## config.mk

```make
export PLATFORM = sky130hd
export DESIGN_NAME = tae_ctrl_flat
export DESIGN_NICKNAME = d
export VERILOG_FILES = /design/src/hw/rtl/tae_pkg.sv /design/src/hw/rtl/tae_in_if.sv /design/src/hw/rtl/tae_ctrl.sv /design/src/flat_wrapper.sv
export SDC_FILE = /design/constraint.sdc
export NUM_CORES = 1
export LEC_CHECK = 0
export CAP_MARGIN = 10
export CORE_UTILIZATION = 55
export DETAILED_ROUTE_END_ITERATION = 16
export DONT_BUFFER_PORTS = 1
export MAX_ROUTING_LAYER = met4
export PLACE_DENSITY = 0.7
export SYNTH_ARGS = -nofsm -noshare
export SYNTH_HDL_FRONTEND = slang
export SYNTH_SLANG_ARGS = --single-unit
```

## constraint.sdc

```tcl
create_clock -name clk -period 3.2 [get_ports clk]
set_input_delay 0.32 -clock clk [delete_from_list [all_inputs] [get_ports clk]]
set_output_delay 0.32 -clock clk [all_outputs]
set_load 0.01 [all_outputs]
```

## src/hw/rtl/tae_pkg.sv

```systemverilog
// ----------------------------------------------------------------------------
// tae_pkg
// Shared widths, register codes and the tap control bundle for the two-tap
// audio echo unit.
// ----------------------------------------------------------------------------
package tae_pkg;

    // payload widths
    localparam int SAMPLE_W   = 16;
    localparam int DELAY_W    = 17;
    localparam int GAIN_W     = 16;
    localparam int SEEN_W     = 18;
    localparam int PROD_W     = SAMPLE_W + GAIN_W;
    localparam int CFG_DATA_W = 17;
    localparam int CFG_IDX_W  = 4;

    localparam logic [SEEN_W-1:0]   SEEN_MAX   = '1;
    localparam logic [SAMPLE_W-1:0] SAMPLE_MAX = '1;

    // configuration register indexes
    typedef enum logic [CFG_IDX_W-1:0] {
        CFG_DELAY_ONE = 4'd0,
        CFG_DELAY_TWO = 4'd1,
        CFG_GAIN_ONE  = 4'd2,
        CFG_GAIN_TWO  = 4'd3
    } cfg_index_t;

    // per-sample control that travels alongside the history read
    typedef struct packed {
        logic [SAMPLE_W-1:0] sample;
        logic                last;
        logic                act_one;
        logic                act_two;
        logic                fwd_one;
        logic                fwd_two;
    } tap_ctrl_t;

endpackage

```

## src/hw/rtl/tae_in_if.sv

```systemverilog
// ----------------------------------------------------------------------------
// tae_in_if
// Sample request channel into the echo unit: valid/ready with payload.
// ----------------------------------------------------------------------------
interface tae_in_if;
    import tae_pkg::*;

    logic                valid;
    logic                ready;
    logic [SAMPLE_W-1:0] sample_in;
    logic                last_sample;

    modport source (output valid, output sample_in, output last_sample, input ready);
    modport sink   (input valid, input sample_in, input last_sample, output ready);

endinterface

```

## src/hw/rtl/tae_ctrl.sv

```systemverilog
// ----------------------------------------------------------------------------
// tae_ctrl
// Front stage: takes a sample request, writes it into the history memory,
// issues both tap reads and decides whether each tap contributes.
// ----------------------------------------------------------------------------
module tae_ctrl #(
    parameter int  DELAY_DEPTH = 131072,
    localparam int ADDR_W      = (DELAY_DEPTH > 1) ? $clog2(DELAY_DEPTH) : 1
) (
    input  logic                        clk,
    input  logic                        rst_n,
    tae_in_if.sink                      sample_stream,
    input  logic [tae_pkg::DELAY_W-1:0] delay_one,
    input  logic [tae_pkg::DELAY_W-1:0] delay_two,
    output logic                        tap_valid,
    output tae_pkg::tap_ctrl_t          tap,
    input  logic                        tap_ready,
    output logic                        ram_we,
    output logic [ADDR_W-1:0]           ram_waddr,
    output logic [tae_pkg::SAMPLE_W-1:0] ram_wdata,
    output logic                        ram_re,
    output logic [ADDR_W-1:0]           raddr_one,
    output logic [ADDR_W-1:0]           raddr_two
);
    import tae_pkg::*;

    localparam int CALC_W = ((ADDR_W > DELAY_W) ? ADDR_W : DELAY_W) + 2;
    localparam logic [ADDR_W-1:0] PTR_LAST = ADDR_W'(DELAY_DEPTH - 1);

    logic              accept;
    logic [ADDR_W-1:0] ptr_reg, ptr_next;
    logic [SEEN_W-1:0] seen_reg, seen_next;
    logic              tap_valid_reg, tap_valid_next;
    tap_ctrl_t         tap_reg, tap_next;

    // circular read address, delay samples behind the write slot
    function automatic logic [ADDR_W-1:0] back_addr(
        input logic [ADDR_W-1:0]  here,
        input logic [DELAY_W-1:0] delay
    );
        logic [CALC_W-1:0] diff;
        diff = CALC_W'(here) - CALC_W'(delay);
        if (diff[CALC_W-1])
        begin
            diff = diff + CALC_W'(DELAY_DEPTH);
        end
        return diff[ADDR_W-1:0];
    endfunction

    // tap is live once its delay fits the memory and has passed in this buffer
    function automatic logic tap_live(
        input logic [DELAY_W-1:0] delay,
        input logic [SEEN_W-1:0]  seen
    );
        return (CALC_W'(delay) < CALC_W'(DELAY_DEPTH)) && (SEEN_W'(delay) <= seen);
    endfunction

    assign sample_stream.ready = !tap_valid_reg || tap_ready;
    assign accept              = sample_stream.valid && sample_stream.ready;

    // memory write and tap reads issue together with the request
    assign ram_we    = accept;
    assign ram_waddr = ptr_reg;
    assign ram_wdata = sample_stream.sample_in;
    assign ram_re    = accept;
    assign raddr_one = back_addr(ptr_reg, delay_one);
    assign raddr_two = back_addr(ptr_reg, delay_two);

    assign tap_valid = tap_valid_reg;
    assign tap       = tap_reg;

    // next state for pointer, buffer count and the stage register
    always_comb
    begin
        ptr_next       = ptr_reg;
        seen_next      = seen_reg;
        tap_valid_next = tap_valid_reg;
        tap_next       = tap_reg;
        if (tap_ready)
        begin
            tap_valid_next = 1'b0;
        end
        if (accept)
        begin
            ptr_next         = (ptr_reg == PTR_LAST) ? '0 : ptr_reg + 1'b1;
            tap_valid_next   = 1'b1;
            tap_next.sample  = sample_stream.sample_in;
            tap_next.last    = sample_stream.last_sample;
            tap_next.act_one = tap_live(delay_one, seen_reg);
            tap_next.act_two = tap_live(delay_two, seen_reg);
            // zero delay reads the sample being written this cycle
            tap_next.fwd_one = (delay_one == '0);
            tap_next.fwd_two = (delay_two == '0);
            if (sample_stream.last_sample)
            begin
                seen_next = '0;
            end
            else if (seen_reg != SEEN_MAX)
            begin
                seen_next = seen_reg + 1'b1;
            end
        end
    end

    // control registers
    always_ff @(posedge clk or negedge rst_n)
    begin
        if (!rst_n)
        begin
            ptr_reg       <= '0;
            seen_reg      <= '0;
            tap_valid_reg <= 1'b0;
        end
        else
        begin
            ptr_reg       <= ptr_next;
            seen_reg      <= seen_next;
            tap_valid_reg <= tap_valid_next;
        end
    end

    // stage payload
    always_ff @(posedge clk)
    begin
        tap_reg <= tap_next;
    end

endmodule

```

## src/flat_wrapper.sv

```systemverilog
// flat-port wrapper written by rule: the top's interface ports become plain ports
module tae_ctrl_flat import tae_pkg::*;
#(
    parameter int  DELAY_DEPTH = 131072,
    localparam int ADDR_W      = (DELAY_DEPTH > 1) ? $clog2(DELAY_DEPTH) : 1
)
  (clk, rst_n, delay_one, delay_two, tap_valid, tap, tap_ready, ram_we, ram_waddr, ram_wdata, ram_re, raddr_one, raddr_two, sample_stream_valid, sample_stream_sample_in, sample_stream_last_sample, sample_stream_ready);
  tae_in_if sample_stream_i ();
  input  logic clk;
  input  logic rst_n;
  input  logic [tae_pkg::DELAY_W-1:0] delay_one;
  input  logic [tae_pkg::DELAY_W-1:0] delay_two;
  output logic tap_valid;
  output tae_pkg::tap_ctrl_t tap;
  input  logic tap_ready;
  output logic ram_we;
  output logic [ADDR_W-1:0] ram_waddr;
  output logic [tae_pkg::SAMPLE_W-1:0] ram_wdata;
  output logic ram_re;
  output logic [ADDR_W-1:0] raddr_one;
  output logic [ADDR_W-1:0] raddr_two;
  input wire logic [$bits(sample_stream_i.valid)-1:0] sample_stream_valid;
  input wire logic [$bits(sample_stream_i.sample_in)-1:0] sample_stream_sample_in;
  input wire logic [$bits(sample_stream_i.last_sample)-1:0] sample_stream_last_sample;
  output wire logic [$bits(sample_stream_i.ready)-1:0] sample_stream_ready;
  assign sample_stream_i.valid = sample_stream_valid;
  assign sample_stream_i.sample_in = sample_stream_sample_in;
  assign sample_stream_i.last_sample = sample_stream_last_sample;
  assign sample_stream_ready = sample_stream_i.ready;
  tae_ctrl #(.DELAY_DEPTH(DELAY_DEPTH)) u_core (.clk(clk), .rst_n(rst_n), .sample_stream(sample_stream_i), .delay_one(delay_one), .delay_two(delay_two), .tap_valid(tap_valid), .tap(tap), .tap_ready(tap_ready), .ram_we(ram_we), .ram_waddr(ram_waddr), .ram_wdata(ram_wdata), .ram_re(ram_re), .raddr_one(raddr_one), .raddr_two(raddr_two));
endmodule
```

==> results.md <==
* Tcrit/Tclk final at 0.950
* Peak VDD IR at approximately 0.40 mV
* FMAX at roughly 0.33 GHz
* P&R area growth vs syn at 4.53%
* Cts bufs inserted at 9
* Ant diodes at 0
* Pre-Repair DR Iteration Count at 5
* Number of flip-flops in the largest register at 21
* Die width at 98.9 µm
* Compound-gate portion of the synthesized area at 0.212
* Worst Skew at 0.0135 ns
* Max Root-Sink Buffers at 2
* Seq/Total Area, Yosys at 0.297
* Status: completed
* Initial Util at 0.581
* Synth Flop Type: dfrtp_1
* Post-synth ARST share at 0.632
* CTS tree: yes
* Die height at 98.9 µm
* Least-Margin Pin Slew at approximately 0.59 ns
* Hold Vio Cnt, Final at 0
* Nets at between 700 and 800
* DRC at 0
* CP endpoint kind: output pin
* Clk Latency, worst-skew pair at 0.35 ns
* # IOs at between 100 and 150
* Syn nets at slightly above 700
* Vias at 4510
* Maxcap violations at 0
* Adder-cell share of the synthesized area at 0.175
* Worst Setup Path Type: register to output pin
* H-tree Lvls at 3
* Placed Area at 5160 µm²
* Global Route met2 Usage at 0.462
* Total power at around 2.8 mW
* Post-Synth Simple-Gate Area at 0.164
* First-pass GRT wire length at around 22000 µm
* Syn Std Cell Area at a little over 5000 µm²
* Post-Route WL at between 10000 and 15000 µm
* Setup crit start kind: register
* Initial antenna violation count at 0
* Synth Area in XOR/XNOR at 0.0627
* Vias/cell at between 6 and 7
* CTS clock-pin slew for the worst setup and hold paths at 0.07 ns
* Hold Path Class: input port to register
* CTS root buf: clkbuf_8
* Min Tclk post-route at a little over 3 ns
* CP cell instances: ha_1, a2111oi_0, a211o_1, a21oi_1, a311oi_1
* Core area at 8890 µm²
* GR Layer Usage met3 at 0.0787
* Max_slew headroom at 0.595
* CP bufs+invs at 0
* Number of I/O port buffers at 0
* Mux cell area share after synthesis at 0.00969
* RePlAce Congestion at 0.983
* Setup TNS at 0 ns
* Die area at between 9000 and 10000 µm²
* Multi-input logic area at 3220 µm²
* Power Dens Cells at a little over 500 nW/µm²
* Antenna Violating Nets Remaining at 0
* Avg Cell Area, Syn at between 8 and 9 µm²
* Fillers at approximately 770
* Final setup margin at 0.161 ns
* Busiest grt layer: met2
* Largest net degree at the start of global routing at 37
* Main combinational cell family by area after synthesis: compound AO/OA/AOI/OAI gates
* Worst EP arrival at 2.72 ns
* Rows at 34
* Share of cells above drive strength 1 at 0.0573
* Max Slew Vio Count at 0
* All-Layer GR Usage at 0.296
* Ys Warns at 0
* Crit-path max cell delay at 0.60 ns
* Grt ovf at 0
* CP max stage cell: a2111oi_0
* Pre-CTS WS at 0.472 ns
* Clk sinks at 57
* DRT iter0 DRCs at 300
* Register area at 1530 µm²
* # setup viols final at 0
* Seq cells post-synth at 57
* Unrepaired setup endpoints after global routing: false
* Vias in the first global route at 4318
* CP max FO at 8
* Mapped Cells at around 600
* WL/cell at around 20 µm
* Yosys cell types at 52
* Worst Path Required at approximately 2.9 ns
* Placed wire-length estimate at about 11000 µm
* Design area at about 5400 µm²
* Met1 Usage GRT at 0.371
* Number of flops mapped to enable cells by yosys at 21
* CP delay by family, top: compound AO/OA/AOI/OAI gates
* P_leak at between 2 and 2.5 nW
## power breakdown
group	internal [mW]	switching (mW)
sequential	0.839	0.145
clock	0.364	0.330
combinational	0.434	0.663
total	1.64	1.14
## per-stage QoR
step                 util  cells  hold slack [ns]
floorplan               -    598           0.0244
global placement    0.580    683           0.0258
detailed placement  0.580    683           0.0258
CTS                 0.607    701           0.0413
global route        0.607    701           0.0408
finish              0.607    701           0.0567
## Yosys cell counts, types with 8 or more instances
cell type,count,share of area
nand2b_1,9,0.011
nand3_1,24,0.023
ha_1,69,0.17
nand4_1,16,0.019
nor2_1,39,0.028
o31ai_1,9,0.013
dfrtp_1,36,0.17
xnor2_1,24,0.041
a31oi_1,10,0.012
nand2_1,28,0.020
and3_1,9,0.011
nor4_1,8,0.0097
o21ai_0,42,0.041
edfxtp_1,21,0.12
inv_1,63,0.046
a21o_1,20,0.029
clkbuf_1,10,0.0073
buf_4,17,0.025
nor2b_1,8,0.0097
a21oi_1,49,0.047
xor2_1,13,0.022
## cell type report
type / instances / area share
well taps: 108 / 0.0250
flip-flops and latches: 57 / 0.284
inverters: 63 / 0.0438
clock inverters: 7 / 0.0146
repair buffers: 7 / 0.0125
multi-input cells: 450 / 0.597
clock buffers: 9 / 0.0229
## per-layer routing
| metal | vias to the layer above | routed length [µm] |
|---|---|---|
| met4 | 0 | 214 |
| met5 | - | 0 |
| met2 | 235 | 6250 |
| li1 | 2144 | - |
| met1 | 2108 | 5770 |
| met3 | 23 | 1450 |
## logic make-up (layout without fill, tap and decap cells)
group,count (synthesis),in the layout
XOR/XNOR,37,37
AND/OR/NAND/NOR,164,164
multiplexers,5,5
buffers and inverters,91,86
adder cells (fa/ha/maj),71,71
flip-flops,57,57
AO/OA/AOI/OAI,173,173
## worst register-to-register path, delay by kind of cell, from the launching register on
kind,cells,cell delay [ns]
adders and majority gates,1,0.26
DFF,1,0.48
and+or+nand+nor,3,1.21
AOI/OAI and AO/OA,2,0.51
## final timing paths
kind	endpoint	cells after the start	from	slack, ns
min in group asynchronous	u_core.seen_reg[13]	2	rst_n	0.43
max in group asynchronous	u_core.ram_waddr[0]	2	rst_n	2.55
max reg2reg	u_core.seen_reg[14]	6	u_core.seen_reg[0]	0.67
min reg2reg	u_core.seen_reg[6]	1	u_core.seen_reg[6]	0.52
max	raddr_one[15]	5	u_core.ram_waddr[6]	0.16
min	u_core.seen_reg[8]	1	sample_stream_last_sample	0.06
## placed cells by master, fill, tap and decap left out, drive strengths merged, types with 16 or more instances in the layout
cell type,netlist,final
ha,69,69
dfrtp,36,36
inv,63,64
nand3,24,24
a21oi,49,49
nor2,39,39
nand2,28,28
xnor2,24,24
o21ai,42,42
edfxtp,21,21
nand4,16,16
a21o,20,20
## what timing repair did
action / in CTS / in global routing
hold buffers: 2 / 0
hold endpoints to repair: 36 / 0
setup buffers: 0 / 0
gates resized for setup: 0 / 3
setup endpoints to repair: 0 / 5
No activity file was read; power rests on OpenSTA's default activity.
