$ cat src/hw/rtl/tae_pkg.sv
// ----------------------------------------------------------------------------
// tae_pkg
// Shared widths, register codes and the tap control bundle for the two-tap
// audio echo unit.
// ----------------------------------------------------------------------------
package tae_pkg;

    // payload widths
    localparam int SAMPLE_W   = 16;
    localparam int DELAY_W    = 17;
    localparam int GAIN_W     = 16;
    localparam int SEEN_W     = 18;
    localparam int PROD_W     = SAMPLE_W + GAIN_W;
    localparam int CFG_DATA_W = 17;
    localparam int CFG_IDX_W  = 4;

    localparam logic [SEEN_W-1:0]   SEEN_MAX   = '1;
    localparam logic [SAMPLE_W-1:0] SAMPLE_MAX = '1;

    // configuration register indexes
    typedef enum logic [CFG_IDX_W-1:0] {
        CFG_DELAY_ONE = 4'd0,
        CFG_DELAY_TWO = 4'd1,
        CFG_GAIN_ONE  = 4'd2,
        CFG_GAIN_TWO  = 4'd3
    } cfg_index_t;

    // per-sample control that travels alongside the history read
    typedef struct packed {
        logic [SAMPLE_W-1:0] sample;
        logic                last;
        logic                act_one;
        logic                act_two;
        logic                fwd_one;
        logic                fwd_two;
    } tap_ctrl_t;

endpackage

$ cat src/hw/rtl/tae_out_if.sv
// ----------------------------------------------------------------------------
// tae_out_if
// Mixed sample request channel out of the echo unit: valid/ready with payload.
// ----------------------------------------------------------------------------
interface tae_out_if;
    import tae_pkg::*;

    logic                valid;
    logic                ready;
    logic [SAMPLE_W-1:0] sample_out;
    logic                last_out;

    modport source (output valid, output sample_out, output last_out, input ready);
    modport sink   (input valid, input sample_out, input last_out, output ready);

endinterface

$ cat src/hw/rtl/tae_mix.sv
// ----------------------------------------------------------------------------
// tae_mix
// Back stages: scales both taps by their gains, saturates the echoes, adds
// them to the dry sample and holds the result in the output register.
// ----------------------------------------------------------------------------
module tae_mix #(
    parameter int GAIN_FRAC_BITS = 15
) (
    input  logic                         clk,
    input  logic                         rst_n,
    input  logic                         tap_valid,
    input  tae_pkg::tap_ctrl_t           tap,
    output logic                         tap_ready,
    input  logic [tae_pkg::SAMPLE_W-1:0] hist_one,
    input  logic [tae_pkg::SAMPLE_W-1:0] hist_two,
    input  logic [tae_pkg::GAIN_W-1:0]   gain_one,
    input  logic [tae_pkg::GAIN_W-1:0]   gain_two,
    tae_out_if.source                    mixed_stream
);
    import tae_pkg::*;

    logic                out_free;
    logic                prod_free;
    logic                prod_valid_reg, prod_valid_next;
    logic [PROD_W-1:0]   prod_one_reg, prod_one_next;
    logic [PROD_W-1:0]   prod_two_reg, prod_two_next;
    logic [SAMPLE_W-1:0] dry_reg, dry_next;
    logic                last_reg, last_next;
    logic [SAMPLE_W-1:0] tap_one_val, tap_two_val;
    logic [SAMPLE_W-1:0] echo_one, echo_two;
    logic                out_valid_reg, out_valid_next;
    logic [SAMPLE_W-1:0] sample_out_reg, sample_out_next;
    logic                last_out_reg, last_out_next;

    // drop the fraction and clamp to full scale
    function automatic logic [SAMPLE_W-1:0] scale_sat(input logic [PROD_W-1:0] prod);
        logic [PROD_W-1:0] whole;
        whole = prod >> GAIN_FRAC_BITS;
        return (|whole[PROD_W-1:SAMPLE_W]) ? SAMPLE_MAX : whole[SAMPLE_W-1:0];
    endfunction

    // stage handshake
    assign out_free  = !out_valid_reg || mixed_stream.ready;
    assign prod_free = !prod_valid_reg || out_free;
    assign tap_ready = prod_free;

    // tap select: forwarded sample for zero delay, else memory data
    assign tap_one_val = tap.fwd_one ? tap.sample : hist_one;
    assign tap_two_val = tap.fwd_two ? tap.sample : hist_two;

    // multiply stage
    always_comb
    begin
        prod_valid_next = prod_valid_reg;
        prod_one_next   = prod_one_reg;
        prod_two_next   = prod_two_reg;
        dry_next        = dry_reg;
        last_next       = last_reg;
        if (prod_free)
        begin
            prod_valid_next = tap_valid;
            if (tap_valid)
            begin
                prod_one_next = tap.act_one ? PROD_W'(tap_one_val) * PROD_W'(gain_one) : '0;
                prod_two_next = tap.act_two ? PROD_W'(tap_two_val) * PROD_W'(gain_two) : '0;
                dry_next      = tap.sample;
                last_next     = tap.last;
            end
        end
    end

    assign echo_one = scale_sat(prod_one_reg);
    assign echo_two = scale_sat(prod_two_reg);

    // sum stage into the output register, wrapping at 16 bits
    always_comb
    begin
        out_valid_next  = out_valid_reg;
        sample_out_next = sample_out_reg;
        last_out_next   = last_out_reg;
        if (out_free)
        begin
            out_valid_next = prod_valid_reg;
            if (prod_valid_reg)
            begin
                sample_out_next = dry_reg + echo_one + echo_two;
                last_out_next   = last_reg;
            end
        end
    end

    // control registers
    always_ff @(posedge clk or negedge rst_n)
    begin
        if (!rst_n)
        begin
            prod_valid_reg <= 1'b0;
            out_valid_reg  <= 1'b0;
        end
        else
        begin
            prod_valid_reg <= prod_valid_next;
            out_valid_reg  <= out_valid_next;
        end
    end

    // payload registers
    always_ff @(posedge clk)
    begin
        prod_one_reg   <= prod_one_next;
        prod_two_reg   <= prod_two_next;
        dry_reg        <= dry_next;
        last_reg       <= last_next;
        sample_out_reg <= sample_out_next;
        last_out_reg   <= last_out_next;
    end

    assign mixed_stream.valid      = out_valid_reg;
    assign mixed_stream.sample_out = sample_out_reg;
    assign mixed_stream.last_out   = last_out_reg;

endmodule

$ cat src/flat_wrapper.sv
// flat-port wrapper written by rule: the top's interface ports become plain ports
module tae_mix_flat import tae_pkg::*;
#(
    parameter int GAIN_FRAC_BITS = 15
)
  (clk, rst_n, tap_valid, tap, tap_ready, hist_one, hist_two, gain_one, gain_two, mixed_stream_valid, mixed_stream_sample_out, mixed_stream_last_out, mixed_stream_ready);
  tae_out_if mixed_stream_i ();
  input  logic clk;
  input  logic rst_n;
  input  logic tap_valid;
  input  tae_pkg::tap_ctrl_t tap;
  output logic tap_ready;
  input  logic [tae_pkg::SAMPLE_W-1:0] hist_one;
  input  logic [tae_pkg::SAMPLE_W-1:0] hist_two;
  input  logic [tae_pkg::GAIN_W-1:0] gain_one;
  input  logic [tae_pkg::GAIN_W-1:0] gain_two;
  output wire logic [$bits(mixed_stream_i.valid)-1:0] mixed_stream_valid;
  output wire logic [$bits(mixed_stream_i.sample_out)-1:0] mixed_stream_sample_out;
  output wire logic [$bits(mixed_stream_i.last_out)-1:0] mixed_stream_last_out;
  input wire logic [$bits(mixed_stream_i.ready)-1:0] mixed_stream_ready;
  assign mixed_stream_valid = mixed_stream_i.valid;
  assign mixed_stream_sample_out = mixed_stream_i.sample_out;
  assign mixed_stream_last_out = mixed_stream_i.last_out;
  assign mixed_stream_i.ready = mixed_stream_ready;
  tae_mix #(.GAIN_FRAC_BITS(GAIN_FRAC_BITS)) u_core (.clk(clk), .rst_n(rst_n), .tap_valid(tap_valid), .tap(tap), .tap_ready(tap_ready), .hist_one(hist_one), .hist_two(hist_two), .gain_one(gain_one), .gain_two(gain_two), .mixed_stream(mixed_stream_i));
endmodule
$ cat config.mk
export PLATFORM = sky130hd
export DESIGN_NAME = tae_mix_flat
export DESIGN_NICKNAME = d
export VERILOG_FILES = /design/src/hw/rtl/tae_pkg.sv /design/src/hw/rtl/tae_out_if.sv /design/src/hw/rtl/tae_mix.sv /design/src/flat_wrapper.sv
export SDC_FILE = /design/constraint.sdc
export NUM_CORES = 1
export LEC_CHECK = 0
export BUFFER_PORTS_ARGS = -buffer_cell sky130_fd_sc_hd__buf_4
export CAP_MARGIN = 20
export CORE_ASPECT_RATIO = 0.7
export CORE_UTILIZATION = 30
export DETAILED_ROUTE_END_ITERATION = 10
export GPL_TIMING_DRIVEN = 0
export HOLD_SLACK_MARGIN = 0.15
export SYNTH_ARGS = -nofsm -noshare
export SYNTH_HDL_FRONTEND = slang
export SYNTH_SLANG_ARGS = --single-unit
export TNS_END_PERCENT = 20
$ cat constraint.sdc
create_clock -name clk -period 3.4 [get_ports clk]
set_clock_uncertainty 0.2 [all_clocks]
set_input_delay 0.34 -clock clk [delete_from_list [all_inputs] [get_ports clk]]
set_output_delay 0.34 -clock clk [all_outputs]
set_load 0.03 [all_outputs]
==> results of run 1 <==
-- worst max path at each step --
stage          startpoint                                     to  slack [ns]  cells past startpoint
6_report           tap[0]  u_core.prod_two_reg[21]$_SDFFCE_PN0P_       -2.99                     23
3_3_place_gp       tap[0]  u_core.prod_two_reg[28]$_SDFFCE_PN0P_       -3.73                     23
2_1_floorplan      tap[1]  u_core.prod_one_reg[31]$_SDFFCE_PN0P_       -2.88                     23
4_1_cts            tap[0]  u_core.prod_two_reg[23]$_SDFFCE_PN0P_       -3.00                     23
5_1_grt            tap[0]  u_core.prod_two_reg[21]$_SDFFCE_PN0P_       -3.18                     23
3_5_place_dp       tap[0]  u_core.prod_two_reg[28]$_SDFFCE_PN0P_       -3.83                     23
-- layout make-up --
| type | count | area (um2) | area share |
|---|---|---|---|
| Clock inverter | 7 | 73.8 | 0.00305 |
| Antenna cell | 1 | 2.50 | 0.000103 |
| Timing Repair Buffer | 183 | 1500 | 0.0619 |
| Sequential cell | 70 | 2090 | 0.0864 |
| Tap cell | 880 | 1100 | 0.0455 |
| Inverter | 473 | 1780 | 0.0733 |
| Multi-Input combinational cell | 1513 | 16700 | 0.689 |
| Buffer | 73 | 752 | 0.0310 |
| Clock buffer | 9 | 225 | 0.00930 |
-- placed cells by master (no fill, tap or decap), types with 8 or more instances in the layout --
cell           synthesis  routed
inv_1                473     462
fa_1                 402     387
nand2_1              305     292
and2_1               234     220
ha_1                 216     199
buf_4                  0     153
edfxtp_1              68      68
nor2_1                48      43
clkbuf_1              71      34
a21oi_1               46      32
or2_2                 31      30
mux2_4                 2      27
clkbuf_16              0      25
xnor2_1               28      24
dlygate4sd3_1          0      22
a21o_1                19      19
nand3_1               16      16
fa_2                   0      15
ha_4                   0      15
and2_4                 0      13
inv_2                  0      11
nor3_1                13      10
nand2_2                0       9
xor2_1                10       9
a21oi_2                2       9
clkbuf_4               0       8
nand2b_1               8       8
-- timing repair --
item,4_1_cts,5_1_grt
hold buffers,22,0
gates resized for setup,159,57
endpoints found under the hold margin,21,0
cloned,1,0
buffers inserted,46,8
pin swaps,69,38
setup endpoints to repair,43,43
-- layer usage --
metal | part of all wire | global-route usage | routed length, um | up-vias
li1 | - | - | - | 6835
met2 | 0.44 | 0.275 | 25900 | 544
met3 | 0.079 | 0.0284 | 4670 | 58
met5 | 0 | 0 | 0 | -
met1 | 0.47 | 0.265 | 27900 | 7948
met4 | 0.011 | 0.0248 | 635 | 0
-- through the flow --
stage	worst slack (ns)	hold slack (ns)	cells	instance area, um2
after CTS	-3.00	0.161	3201	23900
after global placement	-3.73	-0.0777	3114	22200
final	-2.99	0.177	3209	24200
after floorplan	-2.88	-0.156	2129	20300
after detailed placement	-3.83	-0.0748	3116	22300
after global routing	-3.18	0.180	3208	24200
-- cell families (layout without fill, tap and decap cells) --
logic type,count (synthesis),count (layout),synth area share
AND/OR/NAND/NOR,689,689,0.171
other,0,1,0
flip-flops,70,70,0.105
AO/OA/AOI/OAI,131,131,0.0463
buffers and inverters,546,745,0.103
multiplexers,37,37,0.0209
adder cells (fa/ha/maj),618,618,0.537
XOR/XNOR,38,38,0.0166
==> impl_metrics.json, run 1 <==
{
  "clk_pin_slew_worst_paths_ns": 0.06,
  "synthArstFlopShare": 0.0286,
  "row_count": 78,
  "cpMaxStageDelayCell": "fa_1",
  "fin_nets": 3030,
  "htreeDepth": 3,
  "synthesis.nets": 2836,
  "vias_per_cell": 4.79,
  "cp_top_family": "adder cells",
  "gr-total-overflow": 0,
  "portBuffers": 105,
  "cp_common_cell": "fa_1",
  "grt_usage": 0.178,
  "grt_max_degree": 29,
  "hold_viol_final": 0,
  "slew_violations": 0,
  "hpwlAfterDp_um": 49000,
  "timing.rr.end": "u_core.mixed_stream.sample_out[15]$_DFFE_PP_",
  "synth-seq-cells": 70,
  "yosysMostFrequentCell": "inv_1",
  "worst_slack_ns": -2.99,
  "synthTopCellsByCount": "473 x inv_1, 402 x fa_1, 305 x nand2_1",
  "min_period_ns": 6.39,
  "yosysSeqAreaShare": 0.105,
  "die_area_um2": 67700,
  "r2r_slack_ns": -0.65,
  "start_util": 0.306,
  "crit_fanout": 8,
  "synth_top_cell_by_area": "fa_1",
  "crit_path_end_kind": "flop",
  "rr_worst_depth": 14,
  "violations": "negative setup slack",
  "yosys_warnings": 0,
  "utilization": 0.370,
  "cts_tree": "yes",
  "grt_pass1_vias": 16500,
  "avgSynthCellArea_um2": 9.40,
  "arrival_ns": 6.28,
  "cp_slowest_stage_delay_ns": 0.56,
  "finalWirelength_um": 59000,
  "start_kind": "input port",
  "core-area_um2": 65400,
  "synth_area_leaders": "fa_1 40%, ha_1 14%, edfxtp_1 10%, inv_1 8.9%, and2_1 7.3%",
  "gp_congestion": 0.927,
  "antenna_found_initial": 5,
  "drc_errors": 0,
  "worstPathCellList": "buf_12, clkbuf_16, mux2_4, and2_4, fa_1, inv_1, fa_2, fa_1, inv_2, fa_1, fa_1, inv_1, fa_1, inv_1, ha_4, and3_4, and2_4, a221oi_4, o31ai_4, a2111oi_4, nor2_1, xnor2_1, nor2_1",
  "syn_to_final_growth_pct": 21.1,
  "relSlewSlack": 0.515,
  "synth_edf_count": 68,
  "tightestPinTransition_ns": 0.727,
  "clk_latency_ns": 0.35,
  "r2r_start": "u_core.prod_one_reg[31]$_SDFFCE_PN0P_",
  "cap_violations": 0,
  "netlist.area_leader.share": 0.402,
  "worstPathRequired_ns": 3.29,
  "detail-route-antenna-nets": 0,
  "synth_cell_types": 56,
  "clock-sinks": 70,
  "drtIter0Drc": 1014,
  "rsz0062_at_grt": "yes",
  "clock_path_buffers": 2,
  "die_h_um": 218,
  "drt_pass1_iterations": 5,
  "vias": 15400,
  "fmax_mhz": 156,
  "hold_depth": 2,
  "crit_type": "in2reg",
  "root_buffer": "clkbuf_16",
  "layout-drive-gt1-share": 0.178,
  "cts_made_buffers": 9,
  "wl_per_cell_um": 18.4,
  "grt_pass1_wl_um": 92700,
  "synthCells": 2129,
  "fin_setup_tns_ns": -94.84,
  "final.fill_count": 6586,
  "synthFlopType": "edfxtp_1",
  "hold_path_class": "in2reg",
  "holdPathEnd": "u_core.prod_two_reg[22]$_SDFFCE_PN0P_",
  "min_from": "tap[2]",
  "status": "complete, but fails checks",
  "worst-path-buf-inv": 6,
  "synth_area_um2": 20000,
  "fin_crit_sh": 1.88,
  "io_pins": 108,
  "dieWidth_um": 311,
  "setup_viol": 43
}
Power of run 1 is not shown: default switching activity piles up to over one toggle a cycle in this logic, so the estimate is an artifact.
==> run 2: changes to the inputs <==
CORE_ASPECT_RATIO = 1.5   (was 0.7)
MAX_ROUTING_LAYER = met4   (was unset)
==> impl_metrics.json, run 2 (synthesis results as in run 1) <==
{
  "arrival_ns": 6.33,
  "cp_slowest_stage_delay_ns": 0.56,
  "dieWidth_um": 213,
  "cpMaxStageDelayCell": "fa_1",
  "utilization": 0.366,
  "start_util": 0.304,
  "vias": 15200,
  "r2r_start": "u_core.prod_one_reg[31]$_SDFFCE_PN0P_",
  "final.fill_count": 6652,
  "hpwlAfterDp_um": 51700,
  "cap_violations": 0,
  "grt_usage": 0.194,
  "fin_nets": 3024,
  "hold_path_class": "in2reg",
  "drtIter0Drc": 792,
  "syn_to_final_growth_pct": 20.5,
  "die_h_um": 318,
  "multiInputGateArea_um2": 16600,
  "clock_path_buffers": 2,
  "final_cell_mix": "459 x inv_1, 392 x fa_1, 298 x nand2_1",
  "cts_made_buffers": 9,
  "htreeDepth": 3,
  "worst_slack_ns": -3.05,
  "start_kind": "input port",
  "gp_congestion": 0.938,
  "min_period_ns": 6.45,
  "root_buffer": "clkbuf_16",
  "worstPathRequired_ns": 3.28,
  "row_count": 115,
  "grt_pass1_vias": 16900,
  "crit_path_end_kind": "flop",
  "tightestPinTransition_ns": 0.767,
  "relSlewSlack": 0.489,
  "slew_violations": 0,
  "drt_pass1_iterations": 5,
  "place_ws_ns": -3.87,
  "violations": "negative setup slack",
  "rr_worst_depth": 14,
  "die_area_um2": 67700,
  "setup_viol": 43,
  "clock-sinks": 70,
  "detail-route-antenna-nets": 0,
  "cp_top_family": "adder cells",
  "rsz0062_at_grt": "yes",
  "holdWs_ns": 0.170,
  "worst-path-buf-inv": 7,
  "instances_no_fill": 3201,
  "crit_fanout": 8,
  "grt_max_degree": 43,
  "dp_cells": 3112,
  "holdPathEnd": "u_core.prod_two_reg[22]$_SDFFCE_PN0P_",
  "gr-total-overflow": 0,
  "regArea_um2": 2090,
  "status": "complete, but fails checks",
  "portBuffers": 105,
  "r2r_slack_ns": -0.64,
  "grt_pass1_wl_um": 95400,
  "drc_errors": 0,
  "fin_crit_sh": 1.90,
  "hold_viol_final": 0,
  "io_pins": 108,
  "core-area_um2": 65800,
  "min_from": "tap[2]",
  "vias_per_cell": 4.76,
  "worstPathCellList": "buf_12, clkbuf_16, mux2_4, buf_8, and2_4, fa_1, inv_1, fa_1, fa_1, inv_2, fa_1, fa_1, inv_1, fa_1, inv_2, ha_4, and3_4, and2_4, a221oi_4, o31ai_4, a2111oi_4, o31ai_1, xnor2_1, nor2_1",
  "layout_commonest_cell": "inv_1",
  "timing.rr.end": "u_core.mixed_stream.sample_out[13]$_DFFE_PP_",
  "fmax_mhz": 155,
  "hold_depth": 2,
  "clk_latency_ns": 0.35,
  "antenna_found_initial": 2,
  "crit_type": "in2reg",
  "wl_per_cell_um": 19.4,
  "finalWirelength_um": 62100,
  "cp_common_cell": "fa_1",
  "cts_tree": "yes",
  "layout-drive-gt1-share": 0.170,
  "clk_pin_slew_worst_paths_ns": 0.06
}
[run 2: worst reg2reg max path, stage by stage (launching register included)]
cell and delay, ns:
edfxtp_1 0.51, buf_8 0.19, or2_2 0.32, fa_1 0.52, ha_1 0.16, inv_1 0.07, fa_2 0.40, nor2b_1 0.13
o21a_1 0.14, o21ai_1 0.06, nand2b_1 0.14, a31oi_4 0.13, o211ai_1 0.28, nand2_1 0.18, xnor2_2 0.35
[run 2: how the worst max path moves through the flow]
stage / start / to / slack [ns] / depth (start not counted)
4_1_cts: tap[0] / u_core.prod_two_reg[28]$_SDFFCE_PN0P_ / -3.03 / 23
5_1_grt: tap[0] / u_core.prod_two_reg[23]$_SDFFCE_PN0P_ / -3.26 / 23
2_1_floorplan: tap[1] / u_core.prod_one_reg[31]$_SDFFCE_PN0P_ / -2.88 / 23
6_report: tap[0] / u_core.prod_two_reg[24]$_SDFFCE_PN0P_ / -3.05 / 24
3_5_place_dp: tap[0] / u_core.prod_two_reg[28]$_SDFFCE_PN0P_ / -3.87 / 23
3_3_place_gp: tap[0] / u_core.prod_two_reg[28]$_SDFFCE_PN0P_ / -3.82 / 23
[run 2: metal layers]
layer	track usage	vias up	share of wire
met2	0.356	486	0.54
met5	-	-	0
met4	0.108	0	0.068
met1	0.201	7749	0.35
met3	0.0168	181	0.043
li1	-	6820	-
[run 2: cell type report]
type,count,area share
Buffer,73,0.0302
Multi-Input combinational cell,1513,0.688
Clock buffer,9,0.00935
Sequential cell,70,0.0868
Tap cell,877,0.0455
Inverter,473,0.0737
Timing Repair Buffer,177,0.0612
Antenna cell,2,0.000208
Clock inverter,7,0.00498
[run 2: metrics by stage]
| step | cell area (um2) | TNS (ns) |
|---|---|---|
| floorplan | 20300 | -91.08 |
| global placement | 22200 | -124.38 |
| detailed placement | 22300 | -126.08 |
| CTS | 23600 | -97.31 |
| global route | 24100 | -103.11 |
| finish | 24100 | -96.02 |
[run 2: what timing repair did]
action                                  4_1_cts  5_1_grt
hold buffers                                 22        0
pin swaps                                    56       48
endpoints found under the setup margin       44       43
gates cloned                                  1        2
setup buffers                                23       23
hold endpoints to repair                     21        0
gates resized for setup                     129       74
Power of run 2 is left out for the same reason.
==> run 3: changes to the inputs <==
BUFFER_PORTS_ARGS = unset   (was -buffer_cell sky130_fd_sc_hd__buf_4)
DONT_BUFFER_PORTS = 1   (was unset)
==> impl_metrics.json, run 3 (synthesis results as in run 1) <==
{
  "cp_common_cell": "fa_1",
  "io_pins": 108,
  "syn_to_final_growth_pct": 14.3,
  "hold_path_class": "reg2reg",
  "htreeDepth": 3,
  "grt_max_degree": 42,
  "die_area_um2": 67700,
  "dp_cells": 3007,
  "drt_pass1_iterations": 6,
  "fin_nets": 2890,
  "rsz0062_at_grt": "yes",
  "clock_path_buffers": 2,
  "gr-total-overflow": 0,
  "vias_per_cell": 4.72,
  "grt_pass1_wl_um": 94100,
  "fin_crit_sh": 1.91,
  "cts_tree": "yes",
  "layout_commonest_cell": "inv_1",
  "r2r_slack_ns": -0.65,
  "antenna_found_initial": 13,
  "detail-route-antenna-nets": 0,
  "arrival_ns": 6.38,
  "hold_viol_final": 0,
  "cpMaxStageDelayCell": "fa_1",
  "portBuffers": 0,
  "slew_violations": 0,
  "root_buffer": "clkbuf_16",
  "final_cell_mix": "468 x inv_1, 395 x fa_1, 301 x nand2_1",
  "finalWirelength_um": 60400,
  "wl_per_cell_um": 19.6,
  "die_h_um": 318,
  "utilization": 0.348,
  "tightestPinTransition_ns": 0.741,
  "setup_viol": 43,
  "cp_slowest_stage_delay_ns": 0.57,
  "start_kind": "input port",
  "cts_made_buffers": 9,
  "dieWidth_um": 213,
  "fmax_mhz": 154,
  "core-area_um2": 65800,
  "worstPathCellList": "buf_12, clkbuf_16, mux2_4, and2_4, fa_1, inv_2, fa_1, fa_1, inv_2, fa_1, fa_1, inv_2, fa_1, inv_2, ha_4, and3_4, and2_4, a221oi_4, o31ai_4, a2111oi_4, o31ai_2, xnor2_1, nor2_1",
  "grt_usage": 0.191,
  "crit_fanout": 8,
  "clk_latency_ns": 0.35,
  "violations": "negative setup slack",
  "crit_path_end_kind": "flop",
  "worstPathRequired_ns": 3.28,
  "status": "complete, but fails checks",
  "cap_violations": 0,
  "vias": 14500,
  "drtIter0Drc": 596,
  "drc_errors": 0,
  "crit_type": "in2reg",
  "hpwlAfterDp_um": 51000,
  "instances_no_fill": 3077,
  "grt_pass1_vias": 16600,
  "gp_congestion": 0.937,
  "row_count": 115,
  "layout-drive-gt1-share": 0.111,
  "start_util": 0.304,
  "worst_slack_ns": -3.09,
  "clk_pin_slew_worst_paths_ns": 0.06,
  "clock-sinks": 70,
  "relSlewSlack": 0.506,
  "min_period_ns": 6.49
}
==> run 3: cell type report <==
cell class	instances	area, um2
antenna	12	30.0
buffer	73	636
clock buffer	9	225
clock inverter	7	55.1
fill	6786	42900
inverter	473	1780
multi-input combinational	1513	16500
sequential	70	2090
tap	877	1100
timing repair buffer	43	445
==> run 3: worst max-delay path: cells and delay by family <==
family,cells,cell delay (ns)
buffers and inverters,6,0.48
adder cells (fa/ha/maj),7,3.37
XOR/XNOR,1,0.16
multiplexers,1,0.37
AO/OA/AOI/OAI,4,1.07
AND/OR/NAND/NOR,4,0.55
==> run 3: metrics by stage <==
step	instance area (um2)	setup TNS [ns]	hold slack (ns)	setup slack, ns
after global placement	21400	-123.45	-0.156	-3.77
after floorplan	20300	-91.08	-0.156	-2.88
final	22900	-95.82	0.236	-3.09
after CTS	22600	-97.53	0.227	-3.10
after global routing	22900	-103.84	0.250	-3.29
after detailed placement	21500	-124.98	-0.156	-3.83
==> run 3: per-layer routing <==
| metal | GRT usage | part of all wire | vias to the layer above |
|---|---|---|---|
| li1 | - | - | 6561 |
| met1 | 0.192 | 0.36 | 7449 |
| met2 | 0.351 | 0.54 | 382 |
| met3 | 0.0297 | 0.049 | 145 |
| met4 | 0.0954 | 0.055 | 0 |
| met5 | - | 0 | - |
==> run 3: repair_timing <==
| item | CTS | global route |
|---|---|---|
| pin swaps | 40 | 26 |
| gates resized for setup | 107 | 50 |
| gates cloned | 2 | 0 |
| hold buffers | 23 | 0 |
| setup buffers | 15 | 2 |
| hold endpoints to repair | 26 | 0 |
| endpoints found under the setup margin | 44 | 44 |
==> run 3: worst paths after layout <==
| kind | startpoint | endpoint | depth (start not counted) |
|---|---|---|---|
| worst min-delay path | u_core.last_reg$_DFFE_PP_ | u_core.mixed_stream.last_out$_DFFE_PP_ | 0 |
| worst max-delay path | tap[0] | u_core.prod_two_reg[23]$_SDFFCE_PN0P_ | 23 |
| min in group asynchronous | rst_n | u_core.mixed_stream.valid$_DFFE_PN0P_ | 2 |
| worst min register to register | u_core.last_reg$_DFFE_PP_ | u_core.mixed_stream.last_out$_DFFE_PP_ | 0 |
| worst max register to register | u_core.prod_one_reg[31]$_SDFFCE_PN0P_ | u_core.mixed_stream.sample_out[13]$_DFFE_PP_ | 14 |
| max in group asynchronous | rst_n | u_core.prod_valid_reg$_DFFE_PN0N_ | 2 |
Power of run 3 is left out for the same reason.
